==> src/tcrp_pkg.sv <==
// ----------------------------------------------------------------------------
// tcrp_pkg
// Shared constants, types and helpers of the TTL-aware cache replacement table.
// ----------------------------------------------------------------------------
package tcrp_pkg;

	localparam int ENTRIES = 8;
	localparam int IDX_W   = (ENTRIES > 1) ? $clog2(ENTRIES) : 1;
	localparam int TAG_W   = 64;
	localparam int TIME_W  = 32;
	localparam int TTL_W   = 31;
	localparam int EXP_W   = 33;
	localparam int SLOT_W  = 3;
	localparam int ACT_W   = 3;

	typedef logic [IDX_W-1:0] idx_t;

	typedef enum logic [ACT_W-1:0] {
		ACT_SKIP    = 3'd0,
		ACT_EXPIRED = 3'd1,
		ACT_EMPTY   = 3'd2,
		ACT_OLDEST  = 3'd3,
		ACT_HIT     = 3'd4,
		ACT_MISS    = 3'd5
	} action_t;

	typedef enum logic [1:0] {
		ST_IDLE,
		ST_SCAN,
		ST_DONE
	} state_t;

	// reported slot is the low bits of the index
	function automatic logic [SLOT_W-1:0] slot_of(input idx_t idx);
		logic [IDX_W+SLOT_W-1:0] ext;
		ext = {{SLOT_W{1'b0}}, idx};
		return ext[SLOT_W-1:0];
	endfunction

endpackage

==> src/tcrp_req_if.sv <==
// ----------------------------------------------------------------------------
// tcrp_req_if
// Request channel: insert or lookup word with valid/ready handshake.
// ----------------------------------------------------------------------------
interface tcrp_req_if;
	logic                          valid;
	logic                          ready;
	logic                          command;
	logic [tcrp_pkg::TAG_W-1:0]    name_tag;
	logic [tcrp_pkg::TIME_W-1:0]   now_seconds;
	logic [tcrp_pkg::TTL_W-1:0]    ttl_seconds;
	logic                          has_answers;

	modport source (output valid, command, name_tag, now_seconds, ttl_seconds, has_answers,
		input ready);
	modport sink (input valid, command, name_tag, now_seconds, ttl_seconds, has_answers,
		output ready);
endinterface

==> src/tcrp_rsp_if.sv <==
// ----------------------------------------------------------------------------
// tcrp_rsp_if
// Response channel: one result word per request, valid/ready handshake.
// ----------------------------------------------------------------------------
interface tcrp_rsp_if;
	logic                          valid;
	logic                          ready;
	logic [tcrp_pkg::ACT_W-1:0]    action;
	logic [tcrp_pkg::SLOT_W-1:0]   slot;
	logic [tcrp_pkg::TTL_W-1:0]    remaining_ttl;
	logic [tcrp_pkg::TAG_W-1:0]    evicted_tag;

	modport source (output valid, action, slot, remaining_ttl, evicted_tag, input ready);
	modport sink (input valid, action, slot, remaining_ttl, evicted_tag, output ready);
endinterface

==> src/ttl_cache_replacement_policy_top.sv <==
// ----------------------------------------------------------------------------
// ttl_cache_replacement_policy_top
// Table of cached name records with expiry; insert and lookup by name tag.
// ----------------------------------------------------------------------------
// A request word is taken only while the block is idle. The table is then
// scanned one entry per cycle through a single compare stage (tag match,
// expiry test, empty test, earliest arrival). After the last entry the
// done state writes the chosen slot and loads the result register, and
// the block goes back to idle, so a new word is taken only once the last
// one has left its done state. The result register lets the next request
// be accepted while a result waits; that request then stalls in its write
// cycle until the waiting word is taken.
// Inserts without answers leave the table untouched and report skipped.
module ttl_cache_replacement_policy_top (
	input  logic       clk,
	input  logic       arst_n,
	tcrp_req_if.sink   req,
	tcrp_rsp_if.source rsp
);
	import tcrp_pkg::*;

	state_t state_q, state_nxt;

	// table
	logic               valid_q [ENTRIES];
	logic [TAG_W-1:0]   tag_q   [ENTRIES];
	logic [TIME_W-1:0]  arr_q   [ENTRIES];
	logic [EXP_W-1:0]   exp_q   [ENTRIES];

	// captured request
	logic               cmd_q, ans_q;
	logic [TAG_W-1:0]   rtag_q;
	logic [TIME_W-1:0]  now_q;
	logic [TTL_W-1:0]   ttl_q;

	// scan state
	idx_t               idx_q;
	logic               hit_q, expf_q, empf_q;
	idx_t               hit_idx_q, exp_idx_q, emp_idx_q, min_idx_q;
	logic [EXP_W-1:0]   hit_exp_q;
	logic [TAG_W-1:0]   exp_tag_q, min_tag_q;
	logic [TIME_W-1:0]  min_arr_q;

	// result register
	logic               rsp_valid_q;
	action_t            act_q;
	logic [SLOT_W-1:0]  slot_q;
	logic [TTL_W-1:0]   rem_q;
	logic [TAG_W-1:0]   evt_q;

	logic               accept, scan_last, load, wr_en;
	logic               rd_valid, rd_expired, rd_hit;
	logic [TAG_W-1:0]   rd_tag;
	logic [TIME_W-1:0]  rd_arr;
	logic [EXP_W-1:0]   rd_exp;
	action_t            act_nxt;
	idx_t               pick;
	logic [SLOT_W-1:0]  slot_nxt;
	logic [TTL_W-1:0]   rem_nxt;
	logic [TAG_W-1:0]   evt_nxt;
	logic [EXP_W-1:0]   rem_full;

	assign accept    = req.valid && req.ready;
	assign scan_last = (idx_q == IDX_W'(ENTRIES - 1));

	// one entry read per cycle at the scan index
	assign rd_valid   = valid_q[idx_q];
	assign rd_tag     = tag_q[idx_q];
	assign rd_arr     = arr_q[idx_q];
	assign rd_exp     = exp_q[idx_q];
	assign rd_expired = rd_valid && ({1'b0, now_q} > rd_exp);
	assign rd_hit     = rd_valid && !rd_expired && (rd_tag == rtag_q);

	always_ff @(posedge clk or negedge arst_n) begin
		if (!arst_n) begin
			state_q <= ST_IDLE;
		end else begin
			state_q <= state_nxt;
		end
	end

	always_comb begin
		state_nxt = state_q;
		req.ready = 1'b0;
		load      = 1'b0;
		case (state_q)
			ST_IDLE: begin
				req.ready = 1'b1;
				if (req.valid) begin
					state_nxt = ST_SCAN;
				end
			end
			ST_SCAN: begin
				if (scan_last) begin
					state_nxt = ST_DONE;
				end
			end
			ST_DONE: begin
				if (!rsp_valid_q || rsp.ready) begin
					load      = 1'b1;
					state_nxt = ST_IDLE;
				end
			end
			default: begin
				state_nxt = ST_IDLE;
			end
		endcase
	end

	// result selection
	assign rem_full = hit_exp_q - {1'b0, now_q};

	always_comb begin
		act_nxt  = ACT_SKIP;
		pick     = min_idx_q;
		slot_nxt = '0;
		rem_nxt  = '0;
		evt_nxt  = '0;
		if (cmd_q) begin
			if (hit_q) begin
				act_nxt  = ACT_HIT;
				slot_nxt = slot_of(hit_idx_q);
				rem_nxt  = (rem_full[EXP_W-1:TTL_W] != '0) ? {TTL_W{1'b1}} : rem_full[TTL_W-1:0];
			end else begin
				act_nxt = ACT_MISS;
			end
		end else if (ans_q) begin
			if (expf_q) begin
				act_nxt = ACT_EXPIRED;
				pick    = exp_idx_q;
				evt_nxt = exp_tag_q;
			end else if (empf_q) begin
				act_nxt = ACT_EMPTY;
				pick    = emp_idx_q;
			end else begin
				act_nxt = ACT_OLDEST;
				pick    = min_idx_q;
				evt_nxt = min_tag_q;
			end
			slot_nxt = slot_of(pick);
		end
	end

	assign wr_en = load && !cmd_q && ans_q;

	// request capture
	always_ff @(posedge clk) begin
		if (accept) begin
			cmd_q  <= req.command;
			rtag_q <= req.name_tag;
			now_q  <= req.now_seconds;
			ttl_q  <= req.ttl_seconds;
			ans_q  <= req.has_answers;
		end
	end

	// scan flags
	always_ff @(posedge clk or negedge arst_n) begin
		if (!arst_n) begin
			idx_q  <= '0;
			hit_q  <= 1'b0;
			expf_q <= 1'b0;
			empf_q <= 1'b0;
		end else if (accept) begin
			idx_q  <= '0;
			hit_q  <= 1'b0;
			expf_q <= 1'b0;
			empf_q <= 1'b0;
		end else if (state_q == ST_SCAN) begin
			idx_q <= idx_q + IDX_W'(1);
			if (rd_hit) begin
				hit_q <= 1'b1;
			end
			if (rd_expired) begin
				expf_q <= 1'b1;
			end
			if (!rd_valid) begin
				empf_q <= 1'b1;
			end
		end
	end

	// scan payload: first hit, first expired, first empty, earliest arrival
	always_ff @(posedge clk) begin
		if (state_q == ST_SCAN) begin
			if (rd_hit && !hit_q) begin
				hit_idx_q <= idx_q;
				hit_exp_q <= rd_exp;
			end
			if (rd_expired && !expf_q) begin
				exp_idx_q <= idx_q;
				exp_tag_q <= rd_tag;
			end
			if (!rd_valid && !empf_q) begin
				emp_idx_q <= idx_q;
			end
			if (idx_q == '0 || rd_arr < min_arr_q) begin
				min_idx_q <= idx_q;
				min_arr_q <= rd_arr;
				min_tag_q <= rd_tag;
			end
		end
	end

	// table write
	always_ff @(posedge clk or negedge arst_n) begin
		if (!arst_n) begin
			for (int i = 0; i < ENTRIES; i++) begin
				valid_q[i] <= 1'b0;
			end
		end else if (wr_en) begin
			valid_q[pick] <= 1'b1;
		end
	end

	always_ff @(posedge clk) begin
		if (wr_en) begin
			tag_q[pick] <= rtag_q;
			arr_q[pick] <= now_q;
			exp_q[pick] <= {1'b0, now_q} + {2'b00, ttl_q};
		end
	end

	// result register
	always_ff @(posedge clk or negedge arst_n) begin
		if (!arst_n) begin
			rsp_valid_q <= 1'b0;
		end else if (load) begin
			rsp_valid_q <= 1'b1;
		end else if (rsp.ready) begin
			rsp_valid_q <= 1'b0;
		end
	end

	always_ff @(posedge clk) begin
		if (load) begin
			act_q  <= act_nxt;
			slot_q <= slot_nxt;
			rem_q  <= rem_nxt;
			evt_q  <= evt_nxt;
		end
	end

	assign rsp.valid         = rsp_valid_q;
	assign rsp.action        = act_q;
	assign rsp.slot          = slot_q;
	assign rsp.remaining_ttl = rem_q;
	assign rsp.evicted_tag   = evt_q;

endmodule

==> src/flat_wrapper.sv <==
// flat-port wrapper written by rule: the top's interface ports become plain ports
module ttl_cache_replacement_policy_top_flat import tcrp_pkg::*;
  (clk, arst_n, req_valid, req_command, req_name_tag, req_now_seconds, req_ttl_seconds, req_has_answers, req_ready, rsp_valid, rsp_action, rsp_slot, rsp_remaining_ttl, rsp_evicted_tag, rsp_ready);
  tcrp_req_if req_i ();
  tcrp_rsp_if rsp_i ();
  input  logic clk;
  input  logic arst_n;
  input wire logic [$bits(req_i.valid)-1:0] req_valid;
  input wire logic [$bits(req_i.command)-1:0] req_command;
  input wire logic [$bits(req_i.name_tag)-1:0] req_name_tag;
  input wire logic [$bits(req_i.now_seconds)-1:0] req_now_seconds;
  input wire logic [$bits(req_i.ttl_seconds)-1:0] req_ttl_seconds;
  input wire logic [$bits(req_i.has_answers)-1:0] req_has_answers;
  output wire logic [$bits(req_i.ready)-1:0] req_ready;
  output wire logic [$bits(rsp_i.valid)-1:0] rsp_valid;
  output wire logic [$bits(rsp_i.action)-1:0] rsp_action;
  output wire logic [$bits(rsp_i.slot)-1:0] rsp_slot;
  output wire logic [$bits(rsp_i.remaining_ttl)-1:0] rsp_remaining_ttl;
  output wire logic [$bits(rsp_i.evicted_tag)-1:0] rsp_evicted_tag;
  input wire logic [$bits(rsp_i.ready)-1:0] rsp_ready;
  assign req_i.valid = req_valid;
  assign req_i.command = req_command;
  assign req_i.name_tag = req_name_tag;
  assign req_i.now_seconds = req_now_seconds;
  assign req_i.ttl_seconds = req_ttl_seconds;
  assign req_i.has_answers = req_has_answers;
  assign req_ready = req_i.ready;
  assign rsp_valid = rsp_i.valid;
  assign rsp_action = rsp_i.action;
  assign rsp_slot = rsp_i.slot;
  assign rsp_remaining_ttl = rsp_i.remaining_ttl;
  assign rsp_evicted_tag = rsp_i.evicted_tag;
  assign rsp_i.ready = rsp_ready;
  ttl_cache_replacement_policy_top u_core (.clk(clk), .arst_n(arst_n), .req(req_i), .rsp(rsp_i));
endmodule
==> config.mk <==
export PLATFORM = sky130hd
export DESIGN_NAME = ttl_cache_replacement_policy_top_flat
export DESIGN_NICKNAME = d
export VERILOG_FILES = /design/src/tcrp_pkg.sv /design/src/tcrp_req_if.sv /design/src/tcrp_rsp_if.sv /design/src/ttl_cache_replacement_policy_top.sv /design/src/flat_wrapper.sv
export SDC_FILE = /design/constraint.sdc
export NUM_CORES = 2
export LEC_CHECK = 0
export ABC_CLOCK_PERIOD_IN_PS = 24400
export BUFFER_PORTS_ARGS = -buffer_cell sky130_fd_sc_hd__buf_2
export CAP_MARGIN = 10
export CORE_MARGIN = 8
export CORE_UTILIZATION = 45
export DETAILED_ROUTE_END_ITERATION = 8
export MAX_ROUTING_LAYER = met4
export PLACE_DENSITY = 0.72
export REMOVE_ABC_BUFFERS = 1
export SYNTH_ARGS = -nofsm -noshare
export SYNTH_HDL_FRONTEND = slang
export SYNTH_SLANG_ARGS = --single-unit
==> constraint.sdc <==
create_clock -name clk -period 24.4 [get_ports clk]
set_input_delay 0 -clock clk [delete_from_list [all_inputs] [get_ports clk]]
set_output_delay 0 -clock clk [all_outputs]
set_load 0.05 [all_outputs]
Yosys cells after proc, flatten, opt, wreduce, memory -nomap -nowiden
Memory sizes are Yosys's and may differ from the RTL's.
Cells that the tools add are included.
- bits in registers: 452
- bits in writable memories: 1032
- bits of input ports: 133
- output and inout bits: 103
- logic and storage cells: 132
- memories kept: 3
- add/subtract/negate cells: 3
- magnitude comparators: 5
- equality and inequality tests: 8
- mux-type cells: 42
- bitwise operators: 4
- reduce and logical (&&, ||, !) cells: 36
- memories (name ; depth ; bits a word ; rd ports ; clocked after memory_dff ; write ports ; line ; text):
    u_core.tag_q ; 8 ; 64 ; 1 ; 0 ; 1 ; ttl_cache_replacement_policy_top.sv:26 ; logic [TAG_W-1:0] tag_q [ENTRIES];
    u_core.exp_q ; 8 ; 33 ; 1 ; 0 ; 1 ; ttl_cache_replacement_policy_top.sv:28 ; logic [EXP_W-1:0] exp_q [ENTRIES];
    u_core.arr_q ; 8 ; 32 ; 1 ; 0 ; 1 ; ttl_cache_replacement_policy_top.sv:27 ; logic [TIME_W-1:0] arr_q [ENTRIES];
- operator list (operator ; count):
    64-bit 2-to-1 mux ; 2
    64-bit equality test ; 1
    3-bit 2-to-1 mux ; 12
    32-bit by 31-bit adder with 33-bit output ; 1
    32-bit by 33-bit greater-than comparator with 1-bit output ; 1
    33-bit by 32-bit subtractor with 33-bit output ; 1
    32-bit < comparator ; 1
    31-bit 2-to-1 mux ; 1
    1-bit 2-to-1 mux ; 21
    2-bit AND reduction ; 8
    1-bit logical AND ; 10
    2-bit nonzero test ; 5
    4-bit greater-or-equal comparator, second input constant ; 2
    3-bit inverter with 4-bit output ; 2
    8-bit OR ; 1
    1-bit zero test ; 7
    2-bit 2-to-1 mux ; 3
    2-bit by 1-bit inequality test with 1-bit output, second input constant ; 3
    2-bit one-hot mux with 3 select lines ; 1
    4-bit by 1-bit < comparator with 1-bit output, second input constant ; 1
    3-bit by 1-bit adder with 3-bit output, second input constant ; 1
    1-bit binary-select mux with 3-bit select ; 1
    1-bit demux with 3-bit select ; 1
    3-bit equality test, second input constant ; 1
    other kinds (9) ; 10

Logic depth before layout (Yosys ltp)
- word-level depth: 11
- gate-level depth with buffers: 18
- mapped depth without buffers: 12

Worst setup path before layout
No wires, ideal clock.
- kind: register -> register
- from: register u_core.rsp_valid_q (netlist: u_core.rsp.valid)
- to: register u_core.valid_q[0] (netlist bit)
- setup time: 0.121 ns
- data arrival time: 15.757 ns
- data required time: 24.279 ns
- path slack: 8.523 ns
- stages on the path, launching flop included: 6
- path buffers: 0
- clock period less this slack: 15.877 ns
- path through: dfrtp_1 -> nand2b_1 -> nor2b_1 -> nand2_1 -> nor3_1 -> or2_2
- cells in the longest elaborated chain, start to end: 6
- RTL lines (item ; line ; text):
    start, declared ; ttl_cache_replacement_policy_top.sv:45 ; logic rsp_valid_q;
    start signal, assigned ; ttl_cache_replacement_policy_top.sv:227 ; rsp_valid_q <= 1'b0;
    start signal, assigned ; ttl_cache_replacement_policy_top.sv:229 ; rsp_valid_q <= 1'b1;
    start signal, assigned ; ttl_cache_replacement_policy_top.sv:231 ; rsp_valid_q <= 1'b0;
    1-bit zero test ; ttl_cache_replacement_policy_top.sv:99 ; if (!rsp_valid_q || rsp.ready) begin
    1-bit logical OR ; ttl_cache_replacement_policy_top.sv:99 ;
    1-bit 2-to-1 mux ; ttl_cache_replacement_policy_top.sv:99 ;
    1-bit 2-to-1 mux ; ttl_cache_replacement_policy_top.sv:86 ; case (state_q)
    net u_core.load ; ttl_cache_replacement_policy_top.sv:51 ; logic accept, scan_last, load, wr_en;
    1-bit logical AND (2 in series) ; ttl_cache_replacement_policy_top.sv:144 ; assign wr_en = load && !cmd_q && ans_q;
    end signal, assigned by index ; ttl_cache_replacement_policy_top.sv:209 ; valid_q[i] <= 1'b0;
    end signal, assigned by index ; ttl_cache_replacement_policy_top.sv:212 ; valid_q[pick] <= 1'b1;
    end, declared ; ttl_cache_replacement_policy_top.sv:25 ; logic valid_q [ENTRIES];
The timed path passes the listed nets, and every way through them passes these cells.
A chain may end at the register's enable or synchronous reset.

Worst setup path in the final report
- from: register u_core.idx_q[0]
- to: register u_core.hit_exp_q[28] (enable)
- cells in the longest elaborated chain, start to end: 10
- elaborated cells on any way between the ends: 14
- those cells by class: 1 x order compare; 1 x eq/ne; 3 x mux; 1 x bitwise; 6 x reduce/logical; 2 x memory
- RTL lines (item ; line ; text):
    start, declared ; ttl_cache_replacement_policy_top.sv:37 ; idx_t idx_q;
    start signal, assigned ; ttl_cache_replacement_policy_top.sv:170 ; idx_q <= idx_q + IDX_W'(1);
    parallel branches: the longest is 7 deep, another holds memory 8 x 33 bit ; n/a ;
    1-bit logical AND * ; ttl_cache_replacement_policy_top.sv:72 ; assign rd_hit = rd_valid && !rd_expired && (rd_tag == rtag_q);
    1-bit logical AND * ; ttl_cache_replacement_policy_top.sv:186 ; if (rd_hit && !hit_q) begin
    2-bit AND reduction (no source line) * ; n/a ;
    end signal, assigned ; ttl_cache_replacement_policy_top.sv:188 ; hit_exp_q <= rd_exp;
    end, declared ; ttl_cache_replacement_policy_top.sv:40 ; logic [EXP_W-1:0] hit_exp_q;
Every way passes the cells marked *. The select of a mux whose other input is x is not followed.

==> results.py <==
metrics = {
    "timing": {
        "finalSetupViolCount": 0,
        "maxSlewViolCount": 0,
        "clock.fmax_mhz": 150,
        "finalCritPeriodShare": 0.273,
        "whs_ps": 72.3,
        "finalCriticalPeriod_ps": 6660,
        "rsz0062_at_grt": "false",
        "worst_pin_slew_ps": 1070,
        "skew_ps": 37.1,
        "relSlewSlack": 0.289,
        "setup_tns_ps": 0,
        "hold_viol_final": 0,
    },
    "yosys": {
        "synth_flop_cell": "edfxtp_1",
        "synth_area_leader_cell": "edfxtp_1",
        "yosysMostFrequentCell": "edfxtp_1",
        "yosys-top-cells-count": "edfxtp_1 (1467), mux4_2 (260), ha_1 (129)",
        "synth.top_cell.area_share": 0.745,
        "async_flop_share": 0.0115,
        "yosys_warnings": 0,
        "syn_area_per_cell_um2": 19.5,
        "seq_area_frac_synth": 0.752,
        "yosys-top-cells-area": "edfxtp_1 (74%), mux4_2 (9.9%), ha_1 (2.7%)",
        "synth_cell_types": 71,
        "ys_ff_latch": 1484,
        "synth_edf_count": 1467,
        "synthCells": 3030,
        "synth_area_um2": 59200,
    },
    "clock_tree": {
        "ctsRootBufferMaster": "clkbuf_16",
        "cts_resized": 0,
        "clkSinkCount": 1484,
        "path_clk_slew_ps": 60,
        "htree_num_levels": 4,
        "cts_buffers": 152,
        "clock_latency_ps": 780,
        "postCtsSetupBuffers": 0,
        "cts_tree": "done",
        "clk_path_buf_depth": 3,
    },
    "route": {
        "vias_per_cell": 5.51,
        "wl_um": 131000,
        "top_layer": "met4",
        "firstDrtPassIters": 6,
        "drtIter0Drc": 3145,
        "drc": 0,
        "wl_per_cell_um": 23.8,
        "wl_met2_um": 63400,
        "via_count": 30300,
        "drtAntennaViolNets": 0,
        "wl_met3_um": 8710,
        "wl_met1_um": 56300,
    },
    "min_path": {
        "min_from": "req_name_tag[22]",
        "holdPathEnd": "u_core.rtag_q[22]",
        "hp-class": "input pin to flop",
        "hold_depth": 2,
    },
    "floorplan": {
        "num_rows": 133,
        "start_util": 0.452,
        "die-area_um2": 143000,
        "die_y_um": 379,
        "io_pins": 236,
        "die_w_um": 379,
        "fp.coreArea_um2": 131000,
    },
    "layout": {
        "final_area_um2": 70000,
        "syn_to_final_growth_pct": 18.3,
        "fill_cells": 10100,
        "drive_above_1_share": 0.235,
        "stdcell_count": 5495,
        "nNetsFinal": 3882,
    },
    "critical_path": {
        "rr_worst_depth": 15,
        "critPathCaptureType": "flop",
        "cp_data_required_time_ps": 24790,
        "start_kind": "flop",
        "arrival_ps": 7040,
        "worst-setup-path-type": "flop to flop",
        "worstPathMaxFanout": 36,
        "r2r-start": "u_core.idx_q[0]",
        "reg2reg_setup_slack_ps": 17740,
        "rr_endpoint": "u_core.hit_exp_q[28]",
    },
    "pwr": {
        "power.density_nw_per_um2": 105,
        "peakVddDrop_mv": 0.118,
        "total_power_mw": 7.35,
        "p_leak_nw": 23.9,
    },
    "global_route": {
        "first_global_vias": 31100,
        "grt_max_degree": 138,
        "grt_pass1_wl_um": 195000,
        "grt_overflow": 0,
        "track_usage": 0.187,
        "antenna_found_initial": 3,
    },
    "run_status": {
        "outcome": "complete, no violations",
    },
    "place": {
        "io_buffers": 235,
        "gp_congestion": 0.829,
        "placedCellCount": 4959,
        "detailed_place_hpwl_um": 75700,
        "post_dp_cell_area_um2": 62500,
    },
    "job": {
        "cap_violations": 0,
    },
}
-- timing repair --
item | 4_1_cts | 5_1_grt
setup endpoints to repair | 0 | 0
hold buffers | 260 | 0
hold endpoints to repair | 181 | 0
-- layout by cell type, fill, tap and decap left out, drive strengths merged, types with 68 or more instances in the layout --
cell,netlist,routed
clkbuf,52,196
dlygate4sd3,0,260
nor2,120,120
buf,53,279
a21oi,96,96
ha,129,129
mux2,83,83
mux4,260,260
nand2,98,98
edfxtp,1467,1467
inv,128,137
xor2,68,68
-- report_power, final --
part	internal (mW)	leakage [nW]	switching, mW
clock network	1.30	2.35	0.959
logic	0.777	7.96	1.01
registers	3.17	13.6	0.136
total	5.24	23.9	2.11
-- cell families after synthesis --
group	Yosys count	synth area share
AND/OR/NAND/NOR	353	0.0276
multiplexers	381	0.121
XOR/XNOR	111	0.0164
buffers and inverters	233	0.0163
adder cells (fa/ha/maj)	131	0.0280
AO/OA/AOI/OAI	337	0.0386
flip-flops	1484	0.752
-- worst max-delay path by stage --
stage,cells after the start,from,to
2_1_floorplan,11,u_core.idx_q[0],u_core.exp_idx_q[0]
3_3_place_gp,15,u_core.idx_q[0],u_core.hit_exp_q[26]
3_5_place_dp,15,u_core.idx_q[0],u_core.hit_exp_q[23]
4_1_cts,15,u_core.idx_q[0],u_core.hit_exp_q[28]
5_1_grt,15,u_core.idx_q[0],u_core.hit_exp_q[28]
6_report,15,u_core.idx_q[0],u_core.hit_exp_q[28]
-- routing by layer --
layer / vias to the layer above / GRT usage
li1: 13400 / -
met1: 15700 / 0.253
met2: 1038 / 0.295
met3: 187 / 0.0315
met4: 0 / 0.0495
met5: - / -
-- state kept, by name (all words and copies together), names as in the netlist, 8 cells and up --
name and cells:
u_core.min_tag_q 64, u_core.ttl_q 31, u_core.rtag_q 64, u_core.rsp.remaining_ttl 31
u_core.arr_q 256, u_core.exp_q 264, u_core.rsp.evicted_tag 64, u_core.tag_q 512
u_core.hit_exp_q 33, u_core.min_arr_q 32, u_core.now_q 32, u_core.exp_tag_q 64
u_core.valid_q 8
-- final cells by class --
cell class | count | area (um2) | share of cell area
clock buffer | 196 | 4060 | 0.0580
multi-input combinational | 1313 | 13800 | 0.197
inverter | 128 | 480 | 0.00686
clock inverter | 78 | 798 | 0.0114
antenna | 2 | 5.00 | 0.0000715
tap | 1755 | 2200 | 0.0314
timing repair buffer | 539 | 4160 | 0.0594
sequential | 1484 | 44500 | 0.636
-- stage by stage --
stage                util  worst slack, ps
finish              0.534            17740
global route        0.534            17260
CTS                 0.534            17680
detailed placement  0.477            17760
global placement    0.477            17810
floorplan               -             7100
-- critical path: stages (launching register included) --
cell and delay (ps):
dfrtp_4 780, buf_4 610, buf_4 700, mux4_2 590
mux2i_1 190, ha_1 270, a21o_1 160, a21o_1 170
a211oi_1 210, o21ai_0 130, o211ai_1 160, a21boi_0 240
o21ai_0 850, nand3_1 380, nor2_4 240, buf_4 500
Power figures use the tool's default switching activity.
